$ cat config.mk
export PLATFORM = sky130hd
export DESIGN_NAME = obd_fifo
export DESIGN_NICKNAME = d
export VERILOG_FILES = /design/src/rtl/core/obd_fifo.sv
export SDC_FILE = /design/constraint.sdc
export NUM_CORES = 1
export LEC_CHECK = 0
export BUFFER_PORTS_ARGS = -buffer_cell sky130_fd_sc_hd__buf_2
export CAP_MARGIN = 5
export CELL_PAD_IN_SITES_DETAIL_PLACEMENT = 1
export CELL_PAD_IN_SITES_GLOBAL_PLACEMENT = 1
export CORE_MARGIN = 4
export CORE_UTILIZATION = 43
export DETAILED_ROUTE_END_ITERATION = 7
export PLACE_DENSITY_LB_ADDON = 0.05
export SETUP_SLACK_MARGIN = 0.15
export SLEW_MARGIN = 30
export SYNTH_ARGS = -nofsm -noshare
export SYNTH_HDL_FRONTEND = slang
export SYNTH_SLANG_ARGS = --single-unit
$ cat constraint.sdc
create_clock -name i_clk -period 3.53 [get_ports i_clk]
set_input_delay 0 -clock i_clk [delete_from_list [all_inputs] [get_ports i_clk]]
set_output_delay 0 -clock i_clk [all_outputs]
set_load 0.01 [all_outputs]
$ cat src/rtl/core/obd_fifo.sv
// Small register queue with push/full and pop/empty sides.
// Depends on nothing; DEPTH is a power of two.
module obd_fifo #(
    parameter int W     = 8,
    parameter int DEPTH = 2
) (
    input  logic         i_clk,
    input  logic         i_rst_n,
    input  logic         i_push,
    input  logic [W-1:0] i_data,
    output logic         o_full,
    input  logic         i_pop,
    output logic [W-1:0] o_data,
    output logic         o_empty
);
    localparam int AW = (DEPTH > 1) ? $clog2(DEPTH) : 1;

    logic [W-1:0]  r_mem [DEPTH];
    logic [AW-1:0] r_wr, r_rd;
    logic [AW:0]   r_cnt;
    logic          do_push, do_pop;

    assign o_full  = (r_cnt == (AW+1)'(DEPTH));
    assign o_empty = (r_cnt == '0);
    assign do_push = i_push && !o_full;
    assign do_pop  = i_pop && !o_empty;
    assign o_data  = r_mem[r_rd];

    // store word
    always_ff @(posedge i_clk) begin
        if (do_push) begin
            r_mem[r_wr] <= i_data;
        end
    end

    // advance pointers
    always_ff @(posedge i_clk) begin
        if (!i_rst_n) begin
            r_wr  <= '0;
            r_rd  <= '0;
            r_cnt <= '0;
        end else begin
            if (do_push) r_wr <= r_wr + 1'b1;
            if (do_pop)  r_rd <= r_rd + 1'b1;
            if (do_push && !do_pop)      r_cnt <= r_cnt + 1'b1;
            else if (do_pop && !do_push) r_cnt <= r_cnt - 1'b1;
        end
    end
endmodule

Word-level counts from Yosys, hierarchy flattened
Memories as Yosys holds them, arrays and structs flattened. A register that Yosys moved wholly into a read port is not among the register bits.
Cells that the tools add are included.
{"block": "word_totals", "regBits": 4, "ram_bits": 16, "inputBits": 12, "output_inout_bits": 10, "wordCells": 25, "mem_count": 1}
{"block": "classes", "add_sub_neg": 4, "n_eq_ne": 1, "muxes": 6, "reduce_logical": 10}
{"name": "r_mem", "words": 2, "width": 8, "rd": 1, "rd_ports_with_merged_regs": 1, "write_ports": 1, "line_no": "18", "rtl": "logic [W-1:0] r_mem [DEPTH];"}
{"op": "1-bit logical AND", "count": 4}
{"op": "1-bit logical NOT", "count": 4}
{"op": "1-bit two-way mux", "count": 4}
{"op": "2-bit two-way mux", "count": 2}
{"op": "1-bit adder (second input constant)", "count": 2}
{"op": "2-bit by 1-bit adder with 2-bit output (second input constant)", "count": 1}
{"op": "2-bit equality test (second input constant)", "count": 1}
{"op": "2-bit logical NOT", "count": 1}
{"op": "2-bit nonzero test", "count": 1}
{"op": "2-bit by 1-bit subtractor with 2-bit output (second input constant)", "count": 1}

Logic depth before layout (Yosys ltp)
{"block": "depth", "word_depth": 7, "depth_mapped": 7, "mapped_depth_nobuf": 7}

Worst setup path after synthesis
OpenSTA, ideal clock, no wires.
{"block": "synth_timing", "path_type": "register -> register", "startpoint": "reg r_cnt[0]", "endpoint": "reg r_cnt[1]", "arrival_time_ps": 1459, "required_time_ps": 3460, "slack_ps": 2001, "stages_incl_launch_ff": 7, "n_path_buf": 0, "period_less_slack_ps": 1529, "path_cell_list": "dfxtp_1 nand2b_1 inv_1 nor2_1 ha_1 or3_1 a21oi_1"}
{"block": "synth_via", "elab_chain_len": 6, "elab_cells_between_ends": 15}
{"element": "start, declared", "line_no": "20", "rtl": "logic [AW:0] r_cnt;"}
{"element": "start signal, assigned", "line_no": "45", "rtl": "if (do_push && !do_pop) r_cnt <= r_cnt + 1'b1;"}
{"element": "start signal, assigned", "line_no": "46", "rtl": "else if (do_pop && !do_push) r_cnt <= r_cnt - 1'b1;"}
{"element": "2-bit equality test *", "line_no": "23", "rtl": "assign o_full = (r_cnt == (AW+1)'(DEPTH));"}
{"element": "via o_full", "line_no": "11", "rtl": "output logic o_full,"}
{"element": "1-bit logical NOT *", "line_no": "25", "rtl": "assign do_push = i_push && !o_full;"}
{"element": "1-bit logical AND *", "line_no": "25"}
{"element": "1-bit logical NOT", "line_no": "46"}
{"element": "1-bit logical AND", "line_no": "46"}
{"element": "2-bit nonzero test (no source line)"}
Mark *: on every way through the listed nets, which the timed path passes. The rest lies on a longest branch. The select of a mux whose other input is x is not followed.
A chain may end at the register's enable or synchronous reset.

Worst setup path after layout
{"block": "layout_timing", "startpoint": "reg r_cnt[0]", "endpoint": "reg r_cnt[1]"}
{"block": "layout_via", "elab_chain_len": 6, "elab_cells_between_ends": 15}
{"element": "2-bit equality test or 2-bit logical NOT (tied branches)", "line_no": "23, 24"}
{"element": "1-bit logical NOT, on equally long branches", "line_no": "25, 26"}
{"element": "1-bit logical AND, on equally long branches", "line_no": "25, 26"}
{"element": "1-bit logical NOT, on equally long branches", "line_no": "46, 45"}
{"element": "1-bit logical AND, on equally long branches", "line_no": "46, 45"}
{"element": "2-bit nonzero test (no source line) or 2-bit two-way mux (tied branches)"}
Several ways; a longest one is shown, not always the timed one. The select of a mux whose other input is x is not followed.

==> results.md <==
* Tcrit/Tclk final at 45.7%
* DIE HEIGHT at 51.2 um
* Max VDD drop at 351 uV
* Root buffer cell: clkbuf_4
* DR pass1 iterations at 3
* R2R depth at 6
* Setup CP Type: reg2reg
* Slew Limit Fails at 0
* Initial antenna violation count at 0
* Max incr delay on CP at 0.42 ns
* Worst path slowest cell: dfxtp_1
* Synth-to-layout area growth at 30.8%
* Hold EP: r_wr
* Setup Total Neg Slack at 0 ns
* HPWL Detailed at 942 um
* Clock Pin Slew Worst Setup and Hold Paths at 0.12 ns
* Hold path start: i_push
* Worst Path Arrival at 1.85 ns
* Skew final at 0.00532 ns
* Synthesized area per cell at 15.8 um2
* Adder-Cell Fraction of Synth Area at 1.56%
* Final Setup Violations at 0
* Worst reg2reg endpoint: r_cnt[1]
* Number of synthesized register bits at 21
* Final Hold Viols at 0
* XOR/XNOR share of the synthesized area at 3.27%
* WHS Path Cells at 3
* Remaining antenna violation count at 0
* Diode count at 0
* Tmin final at 1.61 ns
* Crit-path cells: nand2b_1 -> inv_1 -> nor2_1 -> ha_1 -> or3_1 -> a21oi_1
* WP data required at 3.76 ns
* FF-to-FF setup slack at 1.92 ns
* R2r startpoint: r_cnt[0]
* Mux contribution to synthesized area at 11.2%
* Area share of the largest cell type after synthesis at 59.8%
* CP bufs+invs at 1
* DP Worst Slack at 1.94 ns
* Total power per unit cell area at 637 nW/um2
* Most frequent cells in the layout: buf_2, edfxtp_1, dlygate4sd3_1
* GR Util All Layers at 14.7%
* Initial Util at 46.0%
* Top cells by area, synth: edfxtp_1, dfxtp_1, mux2_2
* Core area at 1750 um2
* Routed wire length at 1540 um
* Cell taking the most area after synthesis: edfxtp_1
* Ys Warns at 0
* Final worst slack at 1.92 ns
* Die ar. at 2620 um2
* Routed wire per std cell at 14.2 um
* HP Class: in2reg
* Simple-Gate Fraction of Synth Area at 5.92%
* Clock latency on the worst-skew pair at 0.30 ns
* Total clock buffers created by CTS at 3
* CP Max Fanout at 5
* I/O pin cnt at 22
* Largest net degree at the start of global routing at 12
* Layout cell share with drive strength beyond 1 at 39.3%
* Routed vias/inst at 4.57
* Netlist Area Pre-Place at 803 um2
* First-pass GRT wire length at 2750 um
* LEAKAGE at 0.426 nW
* Vias in the first global route at 557
* Setup Fix Bufs, Post-CTS at 0
* Distinct cell type count after synthesis at 16
* Filler cells at 185
* Slew HR at 52.1%
* Via Count at 498
* Row count at 15
* Crit path from: r_cnt[0]
* Die W at 51.2 um
* CTS tree: built
* RSZ-0062 raised after global routing: no
* Remaining global-route overflow at 0
* Final layout net count at 98
* Fmax at 0.620 GHz
* Compound-Gate Fraction of Synth Area at 3.74%
* Iter 0 DRT Violations at 8
* Sequential fraction of the synthesis area at 72.3%
* Util after Layout at 60.2%
* Clk buf depth at 2
* DRC violations left at 0
* Syn Inst Count at 51
* Max_cap viols at 0
* CP delay by family, top: simple AND/OR/NAND/NOR gates
* Commonest non-fill, non-tap cell in the layout: buf_2
* Largest family of logic cells by synthesized area: multiplexers
* Placer Congestion at 0.677
* CTS H-tree depth at 1
* Slew @ Worst Pin at 0.715 ns
* Status: finished, final reports clean
* Port bufs at 21
* Net Count, Synth at 64
* Worst Setup End Kind: register
* Worst setup SP type: register
* Total power at 670 uW
* Num Clock Sinks at 21
## cells by family (layout without fill, tap and decap cells)
| group | Yosys count | count (layout) |
|---|---|---|
| xor+xnor | 3 | 3 |
| flops | 21 | 21 |
| fa+ha+maj | 1 | 1 |
| buf+inv | 4 | 37 |
| compound gates | 5 | 5 |
| simple gates | 9 | 9 |
| mux | 8 | 8 |
## Yosys cell counts
| cell | n |
|---|---|
| xor2_1 | 3 |
| inv_1 | 3 |
| nand2b_1 | 1 |
| mux2_2 | 8 |
| o21ai_0 | 2 |
| a21oi_1 | 1 |
| buf_2 | 1 |
| or3_1 | 1 |
| o21a_1 | 1 |
| nor2_1 | 5 |
| edfxtp_1 | 16 |
| ha_1 | 1 |
| dfxtp_1 | 5 |
| nor3_2 | 1 |
| and3_1 | 1 |
| a21boi_0 | 1 |
## power by group
part           switching [mW]  internal, mW
registers              0.0326         0.315
logic                   0.104         0.104
clock network          0.0700        0.0440
## timing repair
item / 4_1_cts / 5_1_grt
hold endpoints to repair: 20 / 0
resized for setup: 0 / 0
hold buffers: 9 / 0
endpoints found under the setup margin: 0 / 0
## stage by stage
stage               cell area (um2)  cells  hold WS [ns]
floorplan                       803     51        0.0989
global placement                935     96         0.189
detailed placement              935     96         0.192
CTS                            1050    109        0.0625
global route                   1050    109        0.0722
finish                         1050    109        0.0589
## worst register-to-register path: stages, from the launching register on
cell	delay [ns]
dfxtp_1	0.42
nand2b_1	0.16
inv_1	0.08
nor2_1	0.10
ha_1	0.26
or3_1	0.38
a21oi_1	0.15
## how the worst max path moves through the flow
stage	slack [ns]	depth (start not counted)	endpoint
after CTS	1.90	6	r_cnt[1]
after floorplan	2.00	6	r_cnt[1]
final	1.92	6	r_cnt[1]
after global placement	1.97	3	r_mem[0][7]
after detailed placement	1.94	6	r_cnt[1]
after global routing	1.74	6	r_cnt[1]
## final cells by class
type | instances | area, um2 | share of cell area, %
flip-flops and latches | 21 | 581 | 55.2
well taps | 25 | 31.3 | 2.98
inverters | 3 | 11.3 | 1.07
clock buffers | 4 | 26.3 | 2.50
repair buffers | 30 | 195 | 18.6
multi-input cells | 26 | 206 | 19.6
## metal layers
metal	track usage, %	share of wire, %	vias to the layer above
met4	5.24	0.45	0
met5	0	0	-
li1	-	-	250
met2	27.0	55	16
met3	2.62	5.0	2
met1	16.9	40	230
## sequential cells by signal, summed over array words and instances, names as in the netlist, named ones only
register,count
r_mem,16
r_wr,1
r_rd,1
r_cnt,2
Power figures use the tool's default switching activity.
