`src/rtl/core/obd_pkg.sv`:
```
// Shared types and constants of the energy onset beat detector.
// No dependencies.
package obd_pkg;

    localparam int SAMPLE_W   = 16;
    localparam int HOP_CFG_W  = 11;
    localparam int WIN_CFG_W  = 7;
    localparam int MBI_W      = 10;
    localparam int CFG_IDX_W  = 2;
    localparam int CFG_DATA_W = 11;
    localparam int OUT_W      = 24;
    localparam int WIN_MIN    = 4;

    // Register indexes of the configuration port
    localparam logic [CFG_IDX_W-1:0] CFG_HOP          = 2'd0;
    localparam logic [CFG_IDX_W-1:0] CFG_WINDOW       = 2'd1;
    localparam logic [CFG_IDX_W-1:0] CFG_MIN_INTERVAL = 2'd2;

    localparam logic [HOP_CFG_W-1:0] HOP_RESET = 11'd480;
    localparam logic [WIN_CFG_W-1:0] WIN_RESET = 7'd16;
    localparam logic [MBI_W-1:0]     MBI_RESET = 10'd15;

    typedef enum logic [2:0] {
        F_IDLE, F_ACC, F_HALF, F_DIFF, F_DEC, F_TAIL, F_FLUSH
    } t_fstate;

    typedef enum logic [2:0] {
        B_IDLE, B_SWEEP, B_LAST, B_MUL, B_CMP, B_POS, B_OUT, B_END
    } t_bstate;

    typedef struct packed {
        logic             beat_valid;
        logic [OUT_W-1:0] beat_position;
        logic             end_of_buffer;
        logic [OUT_W-1:0] beats_in_buffer;
    } t_result;

endpackage

```
`src/rtl/core/obd_front.sv`:
```
// Front end: squares samples, builds half-frame and frame energies, writes
// rises to the ring and issues decide and end commands. Uses obd_pkg.
module obd_front import obd_pkg::*; #(
    parameter int MAX_HOP       = 1024,
    parameter int MAX_WINDOW    = 64,
    parameter int POSITION_BITS = 24
) (
    input  logic                                 i_clk,
    input  logic                                 i_rst_n,
    input  logic                                 i_accept,
    input  logic signed [SAMPLE_W-1:0]           i_sample,
    input  logic                                 i_last,
    input  logic [$clog2(MAX_HOP+1)-1:0]         i_hop,
    input  logic [$clog2(MAX_WINDOW+1)-1:0]      i_half_win,
    output logic                                 o_idle,
    output logic                                 o_wr_en,
    output logic [$clog2(MAX_WINDOW)-1:0]        o_wr_addr,
    output logic [32+$clog2(MAX_HOP)-1:0]        o_wr_data,
    output logic                                 o_cmd_push,
    output logic [2*POSITION_BITS:0]             o_cmd_data,
    input  logic                                 i_cmd_full
);
    localparam int HOP_W  = $clog2(MAX_HOP+1);
    localparam int HALF_W = 31 + $clog2(MAX_HOP);
    localparam int DIFF_W = HALF_W + 1;
    localparam int RA_W   = $clog2(MAX_WINDOW);
    localparam int IW     = POSITION_BITS;

    t_fstate                   r_state, n_state;
    logic [30:0]               r_sq;
    logic                      r_last;
    logic [HALF_W-1:0]         r_half, r_prev_half;
    logic [HOP_W-1:0]          r_hcnt;
    logic [1:0]                r_fi;
    logic                      r_do_diff;
    logic [DIFF_W-1:0]         r_energy, r_prev_e;
    logic [IW-1:0]             r_dc, r_dn;
    logic signed [2*SAMPLE_W-1:0] sq;
    logic                      dec_cond, flush_cond, half_done;

    assign sq         = i_sample * i_sample;
    assign half_done  = ((r_hcnt + 1'b1) >= i_hop);
    assign dec_cond   = (({1'b0, r_dn} + (IW+1)'(i_half_win)) <= {1'b0, r_dc})
                     && (({1'b0, r_dn} + (IW+1)'(2)) <= {1'b0, r_dc});
    assign flush_cond = (({1'b0, r_dn} + (IW+1)'(2)) <= {1'b0, r_dc});

    // next state
    always_comb begin
        n_state = r_state;
        case (r_state)
            F_IDLE:  if (i_accept) n_state = F_ACC;
            F_ACC:   n_state = half_done ? F_HALF : F_TAIL;
            F_HALF:  n_state = (r_fi != 2'd0) ? F_DIFF : F_TAIL;
            F_DIFF:  n_state = r_do_diff ? F_DEC : F_TAIL;
            F_DEC:   if (!dec_cond) n_state = F_TAIL;
            F_TAIL:  n_state = r_last ? F_FLUSH : F_IDLE;
            F_FLUSH: if (!i_cmd_full && !flush_cond) n_state = F_IDLE;
            default: n_state = F_IDLE;
        endcase
    end

    // outputs
    always_comb begin
        o_idle     = (r_state == F_IDLE);
        o_wr_en    = (r_state == F_DIFF) && r_do_diff;
        o_wr_addr  = r_dc[RA_W-1:0];
        o_wr_data  = (r_energy > r_prev_e) ? (r_energy - r_prev_e) : '0;
        o_cmd_push = 1'b0;
        case (r_state)
            F_DEC:   o_cmd_push = dec_cond && !i_cmd_full;
            F_FLUSH: o_cmd_push = !i_cmd_full;
            default: o_cmd_push = 1'b0;
        endcase
        o_cmd_data = {(r_state == F_FLUSH) && !flush_cond, r_dn, r_dc};
    end

    always_ff @(posedge i_clk) begin
        if (!i_rst_n) begin
            r_state <= F_IDLE;
        end else begin
            r_state <= n_state;
        end
    end

    // energy datapath and command counters
    always_ff @(posedge i_clk) begin
        if (!i_rst_n) begin
            r_half      <= '0;
            r_prev_half <= '0;
            r_hcnt      <= '0;
            r_fi        <= '0;
            r_prev_e    <= '0;
            r_dc        <= '0;
            r_dn        <= IW'(1);
            r_last      <= 1'b0;
            r_do_diff   <= 1'b0;
        end else begin
            case (r_state)
                F_IDLE: begin
                    if (i_accept) begin
                        r_sq   <= 31'(sq);
                        r_last <= i_last;
                    end
                end
                F_ACC: begin
                    r_half <= r_half + HALF_W'(r_sq);
                    r_hcnt <= r_hcnt + 1'b1;
                end
                F_HALF: begin
                    r_energy    <= DIFF_W'(r_prev_half) + DIFF_W'(r_half);
                    r_prev_half <= r_half;
                    r_half      <= '0;
                    r_hcnt      <= '0;
                    r_do_diff   <= (r_fi == 2'd2);
                    if (r_fi != 2'd2) r_fi <= r_fi + 1'b1;
                end
                F_DIFF: begin
                    r_prev_e <= r_energy;
                    if (r_do_diff) r_dc <= r_dc + 1'b1;
                end
                F_DEC: begin
                    if (dec_cond && !i_cmd_full) r_dn <= r_dn + 1'b1;
                end
                F_FLUSH: begin
                    if (!i_cmd_full) begin
                        if (flush_cond) begin
                            r_dn <= r_dn + 1'b1;
                        end else begin
                            // drop buffer state after the end command
                            r_half      <= '0;
                            r_prev_half <= '0;
                            r_hcnt      <= '0;
                            r_fi        <= '0;
                            r_prev_e    <= '0;
                            r_dc        <= '0;
                            r_dn        <= IW'(1);
                        end
                    end
                end
                default: ;
            endcase
        end
    end
endmodule

```
`config.mk`:
```
export PLATFORM = sky130hd
export DESIGN_NAME = obd_front
export DESIGN_NICKNAME = d
export VERILOG_FILES = /design/src/rtl/core/obd_pkg.sv /design/src/rtl/core/obd_front.sv
export SDC_FILE = /design/constraint.sdc
export NUM_CORES = 1
export LEC_CHECK = 0
export BUFFER_PORTS_ARGS = -buffer_cell sky130_fd_sc_hd__buf_2
export CAP_MARGIN = 15
export CORE_UTILIZATION = 55
export DETAILED_ROUTE_END_ITERATION = 10
export GPL_TIMING_DRIVEN = 0
export HOLD_SLACK_MARGIN = 0.02
export PLACE_DENSITY = 0.73
export SETUP_SLACK_MARGIN = 0.15
export SLEW_MARGIN = 20
export SYNTH_ARGS = -nofsm -noshare
export SYNTH_HDL_FRONTEND = slang
export SYNTH_SLANG_ARGS = --single-unit
```
`constraint.sdc`:
```
create_clock -name i_clk -period 16.6 [get_ports i_clk]
set_clock_uncertainty 0.05 [all_clocks]
set_input_delay 2.49 -clock i_clk [delete_from_list [all_inputs] [get_ports i_clk]]
set_output_delay 2.49 -clock i_clk [all_outputs]
set_load 0.05 [all_outputs]
```
### Word-level counts from Yosys, hierarchy flattened

Index checks and enable logic that the tools add are counted.

| storage, ports and cells | value |
|---|---|
| flip-flop bits (word level) | 263 |
| bits in latches | 0 |
| bits in writable memories | 0 |
| memory bits (read-only) | 0 |
| input bits | 39 |
| output and inout bits | 100 |
| logic and storage cells | 97 |
| memories | 0 |

| operators by class | value |
|---|---|
| $add $sub $neg | 9 |
| $mul | 1 |
| divide/modulo/power cells | 0 |
| order comparisons | 4 |
| equality and inequality tests | 16 |
| shift operators | 0 |
| mux-type cells | 32 |
| bitwise operators | 0 |
| reduce and logical (&&, ||, !) cells | 23 |

Operators with widths:

| operator | count |
|---|---|
| 24-bit 2-to-1 mux | 6 |
| 42-bit 2-to-1 mux | 3 |
| 41-bit case mux with 3 select lines | 1 |
| 24-bit case mux with 2 select lines | 2 |
| 42-bit case mux with 2 select lines | 1 |
| 41-bit 2-to-1 mux | 2 |
| 41-bit case mux with 2 select lines | 1 |
| 25-bit by 24-bit <= comparator with 1-bit output | 2 |
| 24-bit by 1-bit adder with 24-bit output (second input constant) | 2 |
| 41-bit by 41-bit adder with 42-bit output | 1 |
| 42-bit greater-than comparator | 1 |
| 42-bit subtractor | 1 |
| 41-bit by 31-bit adder with 41-bit output | 1 |
| 11-bit case mux with 3 select lines | 1 |
| 16-bit by 16-bit multiplier with 31-bit output | 1 |
| 24-bit by 2-bit adder with 25-bit output (second input constant) | 1 |
| 24-bit by 7-bit adder with 25-bit output | 1 |
| 11-bit 2-to-1 mux | 2 |
| 3-bit case mux with 7 select lines | 1 |
| 3-bit 2-to-1 mux | 6 |
| 2-bit inequality test (second input constant) | 9 |
| 3-bit AND reduction | 6 |
| 11-bit by 1-bit adder with 11-bit output (second input constant) | 1 |
| 11-bit greater-or-equal comparator | 1 |
| 16 further kinds | 31 |

### Longest topological paths before layout

| depth | value |
|---|---|
| word-level depth | 6 |
| gate-level depth with buffers | 26 |
| depth with buffers taken out | 25 |

### Least setup slack after synthesis

OpenSTA, ideal clock, no wires.

| path | value |
|---|---|
| path type | input -> register |
| start | input i_sample[5] |
| end | register r_sq[29], data pin |
| library setup time | 0.258 ns |
| arrival | 8.303 ns |
| required time | 16.292 ns |
| setup slack | 7.989 ns |
| cell stages on the path | 23 |
| path buffers | 2 |
| cell sequence | clkbuf_1 clkbuf_1 nand2_1 fa_1 inv_1 fa_1 fa_1 fa_1 fa_1 inv_1 fa_1 inv_1 ha_1 a21o_1 a21o_1 a21oi_1 o22ai_1 o31a_1 o31a_1 nor3_1 o21bai_1 a21oi_1 xnor2_1 |

| between the ends | value |
|---|---|
| cells in the longest elaborated chain, start to end | 1 |

Ends and longest elaborated chain:

| element | line | RTL |
|---|---|---|
| from (decl) | obd_front.sv:11 | `input logic signed [SAMPLE_W-1:0] i_sample,` |
| 16-bit by 16-bit multiplier with 31-bit output | obd_front.sv:41 | `assign sq = i_sample * i_sample;` |
| via sq[29] | obd_front.sv:38 | `logic signed [2*SAMPLE_W-1:0] sq;` |
| to (signal assigned) | obd_front.sv:101 | `r_sq <= 31'(sq);` |
| to (decl) | obd_front.sv:30 | `logic [30:0] r_sq;` |

The timed path passes the listed nets, and every way through them passes these cells.
A chain may end at the register's enable or synchronous reset.

### Final worst setup path

| path | value |
|---|---|
| start | input i_half_win[1] |
| end | output o_cmd_push |

| between the ends | value |
|---|---|
| cells in the longest elaborated chain, start to end | 5 |

Ends and longest elaborated chain:

| element | line | RTL |
|---|---|---|
| from (decl) | obd_front.sv:14 | `input logic [$clog2(MAX_WINDOW+1)-1:0] i_half_win,` |
| 24-bit by 7-bit adder with 25-bit output | obd_front.sv:43 | `assign dec_cond = (({1'b0, r_dn} + (IW+1)'(i_half_win)) <= {1'b0, r_dc})` |
| 25-bit by 24-bit <= comparator with 1-bit output | obd_front.sv:43 |  |
| 1-bit logical AND | obd_front.sv:44 | `&& (({1'b0, r_dn} + (IW+1)'(2)) <= {1'b0, r_dc});` |
| 1-bit logical AND | obd_front.sv:70 | `F_DEC: o_cmd_push = dec_cond && !i_cmd_full;` |
| 1-bit case mux with 2 select lines | obd_front.sv:69 | `case (r_state)` |
| to (decl) | obd_front.sv:19 | `output logic o_cmd_push,` |

Every way passes these cells.

==> flow_summary.yaml <==
status:
  run_status: "complete, no violations"
floorplanning:
  dieWidth_um: 223
  rows: 80
  start_util_pct: 56.0
  dieArea_mm2: 0.0498
  num_io_pins: 139
  core_mm2: 0.0480
  die_height_um: 223
setup_path:
  reg2reg_slack_ps: 10830
  crit_path_end_kind: "output port"
  rr_endpoint: "r_prev_e[19]"
  cp-start-kind: "primary input"
  required_ps: 14060
  arrival_ps: 7180
  crit_fanout: 10
  rr_startpoint: "r_dn[13]"
  crit_type: "in -> out"
  worst-r2r-cell-count: 15
clocking:
  cts.clk_slew.worst_paths_ps: 60
  tritoncts: "yes"
  cts_sinks: 262
  numCtsBuffers: 26
  cts.repair.resized: 0
  cts_root_buf: "clkbuf_16"
  clockBufferDepth: 3
  postCtsSetupRepairBufs: 0
  hold_buffers: 0
  clk_latency_ps: 550
  htreeDepth: 1
timing:
  hold_violations: 0
  fin_setup_tns_ps: 0
  finalSetupViolCount: 0
  fin_ws_ps: 6880
  timing.max_slew.rel_slack_pct: 33.1
  rsz0062_at_grt: "false"
  fmax_mhz: 103
  layout_min_cycle_time_ps: 9720
  tightestPinTransition_ps: 1000
  whs_ps: 427
  drv_slew: 0
  fin_crit_sh_pct: 58.6
synth:
  synth_nets: 3639
  netlist.area_leader.share_pct: 17.3
  synth_top_cell_by_area: "fa_1"
  synthFlopType: "dfxtp_1"
  synth.area.top_cells: "fa_1, dfxtp_1, ha_1"
  syn_avg_cell_area_um2: 8.69
  async_reset_ff_share_pct: 0
  synth.cell_area_mm2: 0.0269
  yosysWarnings: 0
  synthCells: 3097
  synth-seq-cells: 262
  synth_edf_count: 72
  yosysSeqAreaShare_pct: 22.2
  yosysUniqueCellTypes: 90
power:
  leakage_nw: 13.7
  ir_worst_vdd_mv: 0.178
  power_density_mw_per_mm2: 178
  power_w: 0.00520
detailed_routing:
  vias: 21800
  totalWireLength_um: 65700
  ant_nets: 0
  post_drt_via_cell_ratio: 5.60
  drc: 0
  drt_iter0_drc: 1588
  first_pass_iters: 5
  wl_per_cell_um: 16.9
global_routing:
  grt_max_degree: 35
  grt_pass1_wl_um: 108000
  grt_pass1_vias: 22000
  overflow: 0
  grt_util_all_layers_pct: 26.5
  antenna_found_initial: 0
placed_design:
  placedCellCount: 3850
  dp_slack_ps: 6930
  port_buffers: 137
  hpwl_um: 54500
  gp_congestion: 0.944
finish:
  fin_nets: 3805
  instances_no_fill: 3898
  fillers: 4242
  synthToLayoutAreaGrowth_pct: 8.86
  drive_gt1_share_pct: 7.77
  num_antenna_cells: 0
min_path:
  worstHoldStart: "r_prev_half[16]"
  worstHoldPathCells: 1
  hold_class: "reg -> reg"
  holdPathEnd: "r_prev_half[16]"
flow_run:
  drv_cap: 0
-- Yosys cell counts (7+ instances only) --
master	n
o21bai_1	23
and2_1	54
nand2b_1	23
o21ai_0	98
o31ai_1	8
nor2_1	272
or2_2	12
nand2_1	202
nand3b_1	7
a22oi_1	70
xnor2_1	151
ha_1	270
a31oi_1	22
nor4_1	24
nand4_1	38
nand3_1	56
o31a_1	7
a211oi_1	14
o21a_1	24
a22o_1	42
nor2b_1	20
o211ai_1	16
edfxtp_1	72
a32o_1	17
nor3_1	53
a21oi_1	172
mux2i_1	7
a21o_1	82
xor2_1	66
dfxtp_1	190
clkbuf_1	97
and3_1	23
fa_1	233
inv_1	466
buf_2	22
or3_1	22
nor3b_1	10
-- critical path, cell delays in order --
cell,delay [ps]
buf_2,120
ha_1,290
a21o_1,160
a21oi_1,230
o21bai_1,90
a21oi_1,230
o21bai_1,90
a21oi_1,340
nor2_1,120
nand3_1,180
nor2_1,80
xor2_1,150
ha_1,180
a21o_1,160
a21o_1,170
a21oi_1,130
o21ai_0,130
a2111oi_0,380
a21oi_1,210
and4b_1,320
o21ai_1,180
inv_2,190
buf_2,260
buf_2,300
-- power breakdown --
part | internal [W] | switching, W
Clock | 0.000361 | 0.000247
Combinational | 0.00155 | 0.00209
Sequential | 0.000903 | 0.0000552
Total | 0.00281 | 0.00239
-- layout by cell type (no fill, tap or decap), types with 53 or more instances in the layout --
cell type / instances
buf_2: 159
o21ai_0: 97
xnor2_1: 151
nand2_1: 202
a22oi_1: 70
ha_1: 270
nor3_1: 53
nand3_1: 56
a21oi_1: 172
fa_1: 233
a21o_1: 82
clkbuf_1: 101
nor2_1: 271
xor2_1: 66
dfxtp_1: 190
edfxtp_1: 72
inv_1: 466
and2_1: 54
-- metrics by stage --
step / instance area (um^2) / utilization [%]
finish: 29300 / 61.0
detailed placement: 28400 / 59.1
floorplan: 26900 / -
global placement: 28400 / 59.0
global route: 29300 / 61.0
CTS: 29300 / 61.0
-- per-layer routing --
metal / GRT usage [%] / up-vias / wire, um
li1: - / 10800 / -
met1: 34.6 / 10300 / 29800
met2: 46.2 / 599 / 31200
met3: 2.13 / 133 / 2700
met4: 9.08 / 0 / 2110
met5: 0 / - / 0
-- area by class of cell --
cell class                 count  area (um^2)  area share [%]
buffer                       128          533            1.82
clock buffer                  38          788            2.69
clock inverter                10          110           0.376
inverter                     467         1750            5.98
multi-input combinational   2240        18700            63.7
sequential                   262         5970            20.4
tap                          615          769            2.63
timing repair buffer         138          706            2.41
-- how the worst max path moves through the flow --
stage / start / to / slack (ps) / cells past startpoint
after detailed placement: i_sample[1] / r_sq[29] / 6930 / 23
after global routing: i_half_win[1] / o_cmd_push / 6400 / 24
final: i_half_win[1] / o_cmd_push / 6880 / 24
after CTS: i_half_win[1] / o_cmd_push / 6950 / 24
after global placement: i_half_win[1] / o_cmd_push / 6990 / 24
after floorplan: i_sample[5] / r_sq[29] / 7990 / 23
-- flip-flops by register name, summed over array words and instances (netlist names) --
signal / count
r_dc: 24
r_dn: 24
r_do_diff: 1
r_energy: 42
r_fi: 2
r_half: 41
r_hcnt: 11
r_last: 1
r_prev_e: 42
r_prev_half: 41
r_sq: 30
r_state: 3
-- cell families after synthesis --
| kind of cell | count (synthesis) | share of synthesized area [%] |
|---|---|---|
| adders and majority gates | 503 | 29.9 |
| AOI/OAI and AO/OA | 673 | 17.0 |
| muxes | 8 | 0.302 |
| and+or+nand+nor | 839 | 15.1 |
| xor gates and xnor gates | 217 | 7.06 |
| buffers and inverters | 595 | 8.49 |
| DFF | 262 | 22.2 |
No activity file was read; power rests on OpenSTA's default activity.
