==> src/rtl/core/obd_pkg.sv <==
// Shared types and constants of the energy onset beat detector.
// No dependencies.
package obd_pkg;

    localparam int SAMPLE_W   = 16;
    localparam int HOP_CFG_W  = 11;
    localparam int WIN_CFG_W  = 7;
    localparam int MBI_W      = 10;
    localparam int CFG_IDX_W  = 2;
    localparam int CFG_DATA_W = 11;
    localparam int OUT_W      = 24;
    localparam int WIN_MIN    = 4;

    // Register indexes of the configuration port
    localparam logic [CFG_IDX_W-1:0] CFG_HOP          = 2'd0;
    localparam logic [CFG_IDX_W-1:0] CFG_WINDOW       = 2'd1;
    localparam logic [CFG_IDX_W-1:0] CFG_MIN_INTERVAL = 2'd2;

    localparam logic [HOP_CFG_W-1:0] HOP_RESET = 11'd480;
    localparam logic [WIN_CFG_W-1:0] WIN_RESET = 7'd16;
    localparam logic [MBI_W-1:0]     MBI_RESET = 10'd15;

    typedef enum logic [2:0] {
        F_IDLE, F_ACC, F_HALF, F_DIFF, F_DEC, F_TAIL, F_FLUSH
    } t_fstate;

    typedef enum logic [2:0] {
        B_IDLE, B_SWEEP, B_LAST, B_MUL, B_CMP, B_POS, B_OUT, B_END
    } t_bstate;

    typedef struct packed {
        logic             beat_valid;
        logic [OUT_W-1:0] beat_position;
        logic             end_of_buffer;
        logic [OUT_W-1:0] beats_in_buffer;
    } t_result;

endpackage

==> src/rtl/core/obd_back.sv <==
// Back end: holds the rise ring, sums the centred window per decide command,
// applies threshold, peak and interval tests and emits result words. Uses obd_pkg.
module obd_back import obd_pkg::*; #(
    parameter int MAX_HOP       = 1024,
    parameter int MAX_WINDOW    = 64,
    parameter int POSITION_BITS = 24
) (
    input  logic                                 i_clk,
    input  logic                                 i_rst_n,
    input  logic                                 i_wr_en,
    input  logic [$clog2(MAX_WINDOW)-1:0]        i_wr_addr,
    input  logic [32+$clog2(MAX_HOP)-1:0]        i_wr_data,
    input  logic                                 i_cmd_empty,
    input  logic [2*POSITION_BITS:0]             i_cmd_data,
    output logic                                 o_cmd_pop,
    input  logic [$clog2(MAX_HOP+1)-1:0]         i_hop,
    input  logic [$clog2(MAX_WINDOW+1)-1:0]      i_half_win,
    input  logic [MBI_W-1:0]                     i_min_int,
    output logic                                 o_res_push,
    output t_result                              o_res_data,
    input  logic                                 i_res_full,
    output logic                                 o_busy
);
    localparam int DIFF_W = 32 + $clog2(MAX_HOP);
    localparam int RA_W   = $clog2(MAX_WINDOW);
    localparam int RING_D = 1 << RA_W;
    localparam int CNT_W  = $clog2(MAX_WINDOW+1);
    localparam int WS_W   = DIFF_W + RA_W;
    localparam int CMP_W  = WS_W + CNT_W + 2;
    localparam int IW     = POSITION_BITS;

    logic [DIFF_W-1:0]  r_ring [RING_D];
    logic [DIFF_W-1:0]  r_rd_data;
    t_bstate            r_state, n_state;
    logic [IW-1:0]      r_i, r_j, r_hi, r_rj, r_lastb, r_pos;
    logic [CNT_W-1:0]   r_cnt;
    logic [WS_W-1:0]    r_ws;
    logic               r_rv, r_seen;
    logic [DIFF_W-1:0]  r_d, r_dm, r_dp;
    logic [CMP_W-1:0]   r_lhs, r_rhs;
    logic [OUT_W-1:0]   r_total;
    logic               cmd_end, beat_ok;
    logic [IW-1:0]      cmd_i, cmd_dc, lo;
    logic [IW:0]        hi_raw, hi;
    logic [DIFF_W+CNT_W:0] prod;

    assign cmd_end = i_cmd_data[2*IW];
    assign cmd_i   = i_cmd_data[2*IW-1:IW];
    assign cmd_dc  = i_cmd_data[IW-1:0];
    assign lo      = (cmd_i > IW'(i_half_win)) ? (cmd_i - IW'(i_half_win)) : '0;
    assign hi_raw  = {1'b0, cmd_i} + (IW+1)'(i_half_win);
    assign hi      = (hi_raw > {1'b0, cmd_dc}) ? {1'b0, cmd_dc} : hi_raw;
    assign prod    = r_d * {r_cnt, 1'b0};
    assign beat_ok = (r_lhs > r_rhs) && (r_d > r_dm) && (r_d >= r_dp)
                  && (!r_seen || ((r_i - r_lastb) >= IW'(i_min_int)));

    // ring write and registered read
    always_ff @(posedge i_clk) begin
        if (i_wr_en) r_ring[i_wr_addr] <= i_wr_data;
        r_rd_data <= r_ring[r_j[RA_W-1:0]];
    end

    // next state
    always_comb begin
        n_state = r_state;
        case (r_state)
            B_IDLE:  if (!i_cmd_empty) n_state = cmd_end ? B_END : B_SWEEP;
            B_SWEEP: if ((r_j + 1'b1) == r_hi) n_state = B_LAST;
            B_LAST:  n_state = B_MUL;
            B_MUL:   n_state = B_CMP;
            B_CMP:   n_state = beat_ok ? B_POS : B_IDLE;
            B_POS:   n_state = B_OUT;
            B_OUT:   if (!i_res_full) n_state = B_IDLE;
            B_END:   if (!i_res_full) n_state = B_IDLE;
            default: n_state = B_IDLE;
        endcase
    end

    // outputs
    always_comb begin
        o_busy     = (r_state != B_IDLE);
        o_cmd_pop  = (r_state == B_IDLE) && !i_cmd_empty;
        o_res_push = 1'b0;
        o_res_data = '0;
        case (r_state)
            B_OUT: begin
                o_res_push               = !i_res_full;
                o_res_data.beat_valid    = 1'b1;
                o_res_data.beat_position = OUT_W'(r_pos);
            end
            B_END: begin
                o_res_push                 = !i_res_full;
                o_res_data.end_of_buffer   = 1'b1;
                o_res_data.beats_in_buffer = r_total;
            end
            default: o_res_push = 1'b0;
        endcase
    end

    always_ff @(posedge i_clk) begin
        if (!i_rst_n) begin
            r_state <= B_IDLE;
        end else begin
            r_state <= n_state;
        end
    end

    // window sweep, tests and beat bookkeeping
    always_ff @(posedge i_clk) begin
        if (!i_rst_n) begin
            r_rv    <= 1'b0;
            r_seen  <= 1'b0;
            r_lastb <= '0;
            r_total <= '0;
        end else begin
            r_rv <= (r_state == B_SWEEP);
            r_rj <= r_j;
            if (r_rv) begin
                r_ws <= r_ws + WS_W'(r_rd_data);
                if (r_rj == r_i - 1'b1) r_dm <= r_rd_data;
                if (r_rj == r_i)        r_d  <= r_rd_data;
                if (r_rj == r_i + 1'b1) r_dp <= r_rd_data;
            end
            case (r_state)
                B_IDLE: begin
                    if (!i_cmd_empty && !cmd_end) begin
                        r_i   <= cmd_i;
                        r_j   <= lo;
                        r_hi  <= hi[IW-1:0];
                        r_cnt <= CNT_W'(hi[IW-1:0] - lo);
                        r_ws  <= '0;
                    end
                end
                B_SWEEP: r_j <= r_j + 1'b1;
                B_MUL: begin
                    r_lhs <= CMP_W'(prod);
                    r_rhs <= CMP_W'(r_ws) + CMP_W'({r_ws, 1'b0});
                end
                B_CMP: begin
                    if (beat_ok) begin
                        r_seen  <= 1'b1;
                        r_lastb <= r_i;
                        r_total <= r_total + 1'b1;
                    end
                end
                B_POS: r_pos <= IW'((r_i + 1'b1) * IW'(i_hop));
                B_END: begin
                    if (!i_res_full) begin
                        r_seen  <= 1'b0;
                        r_lastb <= '0;
                        r_total <= '0;
                    end
                end
                default: ;
            endcase
        end
    end
endmodule

==> config.mk <==
export PLATFORM = sky130hd
export DESIGN_NAME = obd_back
export DESIGN_NICKNAME = d
export VERILOG_FILES = /design/src/rtl/core/obd_pkg.sv /design/src/rtl/core/obd_back.sv
export SDC_FILE = /design/constraint.sdc
export NUM_CORES = 2
export LEC_CHECK = 0
export BUFFER_PORTS_ARGS = -buffer_cell sky130_fd_sc_hd__buf_2
export CORE_ASPECT_RATIO = 1.4
export CORE_MARGIN = 2
export CORE_UTILIZATION = 59
export CTS_BUF_LIST = sky130_fd_sc_hd__clkbuf_8
export DETAILED_ROUTE_END_ITERATION = 10
export GPL_TIMING_DRIVEN = 0
export PLACE_DENSITY_LB_ADDON = 0.15
export SLEW_MARGIN = 20
export SYNTH_ARGS = -nofsm -noshare
export SYNTH_HDL_FRONTEND = slang
export SYNTH_SLANG_ARGS = --single-unit
==> constraint.sdc <==
create_clock -name i_clk -period 11.5 [get_ports i_clk]
set_clock_uncertainty 0.15 [all_clocks]
set_input_delay 2.3 -clock i_clk [delete_from_list [all_inputs] [get_ports i_clk]]
set_output_delay 2.3 -clock i_clk [all_outputs]
set_load 0.05 [all_outputs]
==> Word-level counts from Yosys, hierarchy flattened <==
Memory sizes are Yosys's and may differ from the RTL's. A register that Yosys moved wholly into a read port is not among the register bits.
Index checks and enable logic that the tools add are counted.
{ "totals": {"reg_bits": 460, "ramBits": 2688, "input_bits": 130, "out_inout_bits": 53, "n_memories": 1} }
{ "classes": {"addsub": 10, "n_mul": 2, "order_cmp": 6, "eq_ne": 17, "n_mux": 26, "n_reduce_logical": 24} }
{ "mem_list": {"columns": ["name", "depth", "word_bits", "rd", "rd_ports_with_merged_regs", "write_ports", "line_no", "rtl"], "rows": [
  ["r_ring", 64, 42, 1, 1, 1, "obd_back.sv:32", "logic [DIFF_W-1:0] r_ring [RING_D];"]
]} }
{ "op_table": {"columns": ["cell", "count"], "rows": [
  ["two-way mux 24 bit", 6],
  ["two-way mux 48 bit", 3],
  ["case mux 24 bit (2 select lines)", 3],
  ["== test 24 bit", 4],
  ["adder 24 x 1 -> 24 bit (second input constant)", 3],
  ["greater-than comparator 50 x 57 -> 1 bit", 1],
  ["adder 48 x 49 -> 50 bit", 1],
  ["two-way mux 25 bit", 2],
  ["multiplier 42 x 7 -> 49 bit", 1],
  ["adder 48 x 42 -> 48 bit", 1],
  [">= comparator 42 bit", 1],
  ["greater-than comparator 42 bit", 1],
  ["adder 24 x 7 -> 25 bit", 1],
  ["greater-than comparator 25 x 24 -> 1 bit", 1],
  [">= comparator 24 x 10 -> 1 bit", 1],
  ["greater-than comparator 24 x 7 -> 1 bit", 1],
  ["multiplier 24 x 11 -> 24 bit", 1],
  ["subtractor 24 x 1 -> 24 bit (second input constant)", 1],
  ["subtractor 24 bit", 1],
  ["subtractor 24 x 7 -> 24 bit", 1],
  ["case mux 3 bit (7 select lines)", 1],
  ["AND reduction 3 bit", 7],
  ["two-way mux 3 bit", 5],
  ["== test 3 bit (second input constant)", 4],
  ["other kinds (15)", 33]
]} }

==> Logic depth before layout (Yosys ltp) <==
{ "depth": {"ltp_word": 6, "mapped_depth": 32, "mapped_depth_nobuf": 31} }

==> Least setup slack after synthesis <==
No wires, ideal clock.
{ "synth_path": {"kind": "input-to-reg", "from": "input i_rst_n", "to": "register r_lhs[10], enable pin", "setup_time_ns": 0.699, "t_arrival_ns": 10.115, "setup_slack_ns": 0.536, "path_stages": 4, "path_buffers": 2, "path_cell_list": "clkbuf_1 -> clkbuf_1 -> nand2_1 -> nor3b_1"} }
{ "synth_via": {"elab_chain_cells": 1} }
{ "synth_lines": {"columns": ["item", "line_no", "rtl"], "rows": [
  ["start: declaration", "obd_back.sv:9", "input logic i_rst_n,"],
  ["AND reduction 2 bit (no source line)", null, null],
  ["end signal: assignment", "obd_back.sv:136", "r_lhs <= CMP_W'(prod);"],
  ["end: declaration", "obd_back.sv:40", "logic [CMP_W-1:0] r_lhs, r_rhs;"]
]} }
Every way passes these cells.
A chain may end at the register's enable or synchronous reset.

==> Worst setup path in the final report <==
{ "layout_path": {"from": "input i_cmd_data[24]", "to": "register r_cnt[6], data pin"} }
{ "layout_via": {"elab_chain_cells": 4} }
{ "layout_lines": {"columns": ["item", "line_no", "rtl"], "rows": [
  ["start: declaration", "obd_back.sv:14", "input logic [2*POSITION_BITS:0] i_cmd_data,"],
  ["adder 24 x 7 -> 25 bit", "obd_back.sv:51", "assign hi_raw = {1'b0, cmd_i} + (IW+1)'(i_half_win);"],
  ["greater-than comparator 25 x 24 -> 1 bit", "obd_back.sv:52", "assign hi = (hi_raw > {1'b0, cmd_dc}) ? {1'b0, cmd_dc} : hi_raw;"],
  ["two-way mux 24 bit", "obd_back.sv:52", null],
  ["subtractor 7 bit (*)", "obd_back.sv:130", "r_cnt <= CNT_W'(hi[IW-1:0] - lo);"],
  ["end signal: assignment", "obd_back.sv:130", null],
  ["end: declaration", "obd_back.sv:36", "logic [CNT_W-1:0] r_cnt;"]
]} }
Mark *: on every way between the ends. The rest lies on a longest branch, timed or not.

==> impl.org <==
** Layout
- Leaving out fill and tap cells, the most frequent cell in the layout is sky130_fd_sc_hd__edfxtp_1.
- Filler cells :: 16597
- Multi-input combinational cell area :: 0.0492 mm2
- The finished cells cover 0.166 mm2.
- Most frequent cells in the layout :: sky130_fd_sc_hd__edfxtp_1 (3088), sky130_fd_sc_hd__inv_1 (774), sky130_fd_sc_hd__mux4_2 (656), sky130_fd_sc_hd__nand2_1 (533), sky130_fd_sc_hd__clkbuf_8 (483)
- Area growth from synthesis to layout :: 12.8%
- Layout cell share with drive strength beyond 1 :: 18.1%
- Number of nets in the layout :: 10821
- Registers take 0.0946 mm2.
- Core occupancy in the finished layout :: between 60% and 70%

** Synthesis
- Netlist cell types :: 85
- Top area cells in the synthesized netlist :: sky130_fd_sc_hd__edfxtp_1 (63%), sky130_fd_sc_hd__mux4_2 (10%), sky130_fd_sc_hd__fa_1 (4.8%)
- Mapped Area :: 0.147 mm2
- The largest total area in the synthesized netlist belongs to sky130_fd_sc_hd__edfxtp_1.
- Cells after synthesis :: 9099
- Counting every net in the synthesized netlist gives 9994.
- After synthesis, the share of flip-flops with an asynchronous set or reset is 0%.
- Summing the sequential cell areas from Yosys gives ~64% of the chip area.
- The top cell type by area accounts for 63.0% of the synthesized area.
- Synthesis inferred 3183 register bits.
- Yosys printed 0 warnings.
- In the synthesized netlist the dominant register cell turns out to be sky130_fd_sc_hd__edfxtp_1.
- Mapped Avg Cell Area :: 16.2 um2
- EDFF count, synth :: 3088

** Placed design
- Post-placement setup slack :: between 1 and 1.5 ns
- Routability cong. :: 0.961
- Post-detailed-placement cell area :: 0.157 mm2
- Number of port buffers :: 177
- HPWL after DPL :: 322 mm

** Floorplan
- Effective utilization at floorplan :: 59.1%
- Measured along the x axis, the die boundary spans 426 um.
- During I/O placement, the number of pins put on the boundary was 183.
- The floorplan has 217 rows.
- Vertical die dimension :: 595 um
- The floorplan step defined a die boundary enclosing about 0.25 mm2.
- The core region is 0.249 mm2.

** Clocking
- Clock H-tree levels :: 5
- Reg clk slew, reported paths :: 0.06 ns
- Worst skew pair latency :: 1.09 ns
- Number of buffers inserted by post-CTS setup repair :: 0
- CTS max path bufs :: 4
- CTS resizes :: 0
- Clock tree from TritonCTS :: yes
- Hold-fix buffer count after cts :: 0
- The tree built by TritonCTS fans out to 3183 sinks.
- The root buffer cell chosen for the clock tree is sky130_fd_sc_hd__clkbuf_8.
- In this run, CTS created clock tree buffers numbering between 400 and 500.

** Setup path
- The critical path runs through a total of 31 cells.
- The worst setup path is launched from an input pin.
- STA puts the critical path data required time at 12.11 ns.
- Worst Setup End Kind :: flip-flop
- The setup path with the least slack is of type in -> reg.
- The most critical setup path has its startpoint at i_cmd_data[24].
- Slowest stage cell on the critical path :: sky130_fd_sc_hd__o32ai_2
- The number of buffers and inverters on the critical path is 4.
- Delay contributed by the slowest stage of the critical path :: 0.76 ns
- Data on the critical path arrives at its endpoint at 10.23 ns.
- In this run the critical register-to-register path is launched from r_i[1]$_DFFE_PP_.
- By instance count, the cell type seen most on the critical path is sky130_fd_sc_hd__a21oi_1.
- In this run the worst path has a maximum fanout of 10.
- The kind of cell with the highest combined delay along the critical path is compound AO/OA/AOI/OAI gates.
- Number of cells on the worst reg-to-reg path :: 25

** Timing
- The number of pins with negative max-slew slack in the final report was 6.
- Part of the cycle the worst path needs :: a little over four fifths
- Max Freq :: 0.104 GHz
- Post-layout minimum cycle time :: 9.62 ns
- Setup violations remaining at the end of the flow were counted as 0.
- Setup repair after global routing left no endpoint under its margin.
- Max transition margin :: -4.11%
- Worst Tran Pin Value :: between 1.5 and 2 ns
- The count of final hold-check violations is 0.
- After layout, the worst setup slack is about 1.9 ns.
- Across all hold checks on the routed design, the worst slack comes to 0.319 ns.

** Drt
- In the final routed layout, each cell accounts on average for 32.9 um.
- Using the TritonRoute via totals, the vias-per-cell ratio works out to 6.52.
- Via Count :: roughly 90000
- Detailed-route wire length :: 448 mm
- Post-route DRC violation count :: 0
- Total iterations of the first detailed-routing run :: 7
- For this block, the initial DRC count from the detailed router was 10797.
- In this run the remaining antenna-violating nets after routing total 0.

** Outcome
- Outcome :: finished, violations left
- The final reports fail on max-capacitance violations, max-slew violations.

** GRT
- The number of antenna violations at the first check in global routing came to 67.
- The first global-routing pass estimated roughly 630 mm of wire.
- M1 GR Usage :: approximately two fifths
- Met3 track demand over resource :: 7.51%
- Global routing finished with a remaining overflow of 0.
- Global routing's busiest layer :: met2
- Met2 routing resource usage after global routing :: 59.3%
- Vias in the first global route :: 89644
- Overall global routing resource usage :: between 30 and 40%
- Entering global routing, the biggest net connects 65 pins.

** Pwr
- Static power due to leakage :: between 50 and 60 nW
- Areal power density over the cells :: 180 mW/mm2
- Across the VDD grid, the largest voltage drop is 0.168 mV.

** Worst hold path
- Class of the tightest hold or removal check :: reg -> reg
- In this run the most critical hold path is launched from r_lastb[23]$_SDFFE_PN0P_.
- The worst hold path passes through 2 cells.

** Run
- The tool flagged a number of max-cap violations equal to 1.
==> layout make-up <==
type | count | area share, %
diodes | 57 | 0.0859
plain buffers | 407 | 0.996
clock buffers | 483 | 4.00
clock inverters | 350 | 1.43
inverters | 652 | 1.47
multi-input cells | 4857 | 29.6
flip-flops and latches | 3183 | 57.0
well taps | 3285 | 2.48
repair buffers | 366 | 2.92
==> registers in the layout (all words and copies together), names as in the netlist, 42 cells and up <==
signal	count
r_d	42
r_dm	42
r_dp	42
r_lhs	49
r_rd_data	42
r_rhs	50
r_ring	2688
r_ws	48
==> cell usage after synthesis, types with 11 or more instances <==
cell type,n
sky130_fd_sc_hd__nor3_1,70
sky130_fd_sc_hd__ha_1,413
sky130_fd_sc_hd__o21ai_0,236
sky130_fd_sc_hd__nor4_1,24
sky130_fd_sc_hd__nand4_1,67
sky130_fd_sc_hd__o211ai_1,18
sky130_fd_sc_hd__o21bai_1,32
sky130_fd_sc_hd__o22ai_1,121
sky130_fd_sc_hd__nand2b_1,37
sky130_fd_sc_hd__nand3b_1,12
sky130_fd_sc_hd__and4_1,11
sky130_fd_sc_hd__nor2_1,308
sky130_fd_sc_hd__mux2i_1,290
sky130_fd_sc_hd__or3_1,19
sky130_fd_sc_hd__inv_1,651
sky130_fd_sc_hd__and2_1,198
sky130_fd_sc_hd__xnor2_1,202
sky130_fd_sc_hd__o21a_1,38
sky130_fd_sc_hd__mux4_2,656
sky130_fd_sc_hd__nor2b_1,55
sky130_fd_sc_hd__dfxtp_1,95
sky130_fd_sc_hd__a21oi_1,314
sky130_fd_sc_hd__fa_1,352
sky130_fd_sc_hd__a2bb2oi_1,14
sky130_fd_sc_hd__a31oi_1,29
sky130_fd_sc_hd__nand2_1,533
sky130_fd_sc_hd__clkbuf_1,298
sky130_fd_sc_hd__a211oi_1,30
sky130_fd_sc_hd__xor2_1,125
sky130_fd_sc_hd__o221ai_1,126
sky130_fd_sc_hd__buf_1,85
sky130_fd_sc_hd__and3_1,45
sky130_fd_sc_hd__edfxtp_1,3088
sky130_fd_sc_hd__nand3_1,124
sky130_fd_sc_hd__a21o_1,132
sky130_fd_sc_hd__buf_2,23
sky130_fd_sc_hd__o31ai_1,38
sky130_fd_sc_hd__o21ai_1,13
==> worst reg2reg max path, cell delays in order, from the launching register on <==
cell,delay (ns)
sky130_fd_sc_hd__edfxtp_1,0.58
sky130_fd_sc_hd__ha_1,0.40
sky130_fd_sc_hd__and3_1,0.22
sky130_fd_sc_hd__nand4_1,0.27
sky130_fd_sc_hd__nor2_1,0.22
sky130_fd_sc_hd__xor2_1,0.36
sky130_fd_sc_hd__clkbuf_1,0.47
sky130_fd_sc_hd__nand2_1,0.15
sky130_fd_sc_hd__fa_1,0.54
sky130_fd_sc_hd__fa_1,0.52
sky130_fd_sc_hd__inv_1,0.06
sky130_fd_sc_hd__fa_1,0.49
sky130_fd_sc_hd__fa_1,0.49
sky130_fd_sc_hd__inv_1,0.05
sky130_fd_sc_hd__fa_1,0.47
sky130_fd_sc_hd__inv_1,0.04
sky130_fd_sc_hd__ha_1,0.34
sky130_fd_sc_hd__and2_1,0.17
sky130_fd_sc_hd__o21ai_0,0.15
sky130_fd_sc_hd__o31ai_1,0.14
sky130_fd_sc_hd__o41ai_1,0.69
sky130_fd_sc_hd__nor3_1,0.21
sky130_fd_sc_hd__o31ai_1,0.47
sky130_fd_sc_hd__o21bai_1,0.14
sky130_fd_sc_hd__a21oi_1,0.19
sky130_fd_sc_hd__xnor2_1,0.07
==> kinds of logic after synthesis <==
kind of cell | after synthesis | share of synthesized area, %
adders and majority gates | 765 | 8.30
muxes | 956 | 12.1
buffers and inverters | 1059 | 2.72
xor gates and xnor gates | 328 | 1.96
DFF | 3183 | 64.3
and+or+nand+nor | 1556 | 5.12
AOI/OAI and AO/OA | 1252 | 5.54
==> metal layers <==
layer	share of wire, %	wire [um]	vias to the layer above
met1	32	144000	45247
met5	0.066	294	-
met2	50	224000	5397
li1	-	-	36873
met3	9.3	41700	1367
met4	8.7	38800	36
==> stage by stage <==
| step | cells | total power, mW | setup TNS, ns |
|---|---|---|---|
| after global placement | 12561 | 20.8 | -735.82 |
| final | 13640 | 29.9 | 0 |
| after detailed placement | 12748 | 21.0 | 0 |
| after CTS | 13581 | 29.8 | 0 |
| after global routing | 13607 | 31.0 | 0 |
| after floorplan | 9099 | 18.5 | 0 |
==> report_power, final <==
part / switching [mW] / internal [mW]
combinational: 4.56 / 2.85
sequential: 0.222 / 13.2
clock: 4.40 / 4.61
total: 9.18 / 20.7
==> path summary, 6_finish.rpt <==
check | endpoint | slack [ns]
max | r_cnt[6]$_DFFE_PP_ | 1.88
min | r_lastb[23]$_SDFFE_PN0P_ | 0.32
max reg2reg | r_pos[22]$_DFFE_PP_ | 3.23
min reg2reg | r_lastb[23]$_SDFFE_PN0P_ | 0.32
Note: power is estimated with default switching activity, not from simulation.
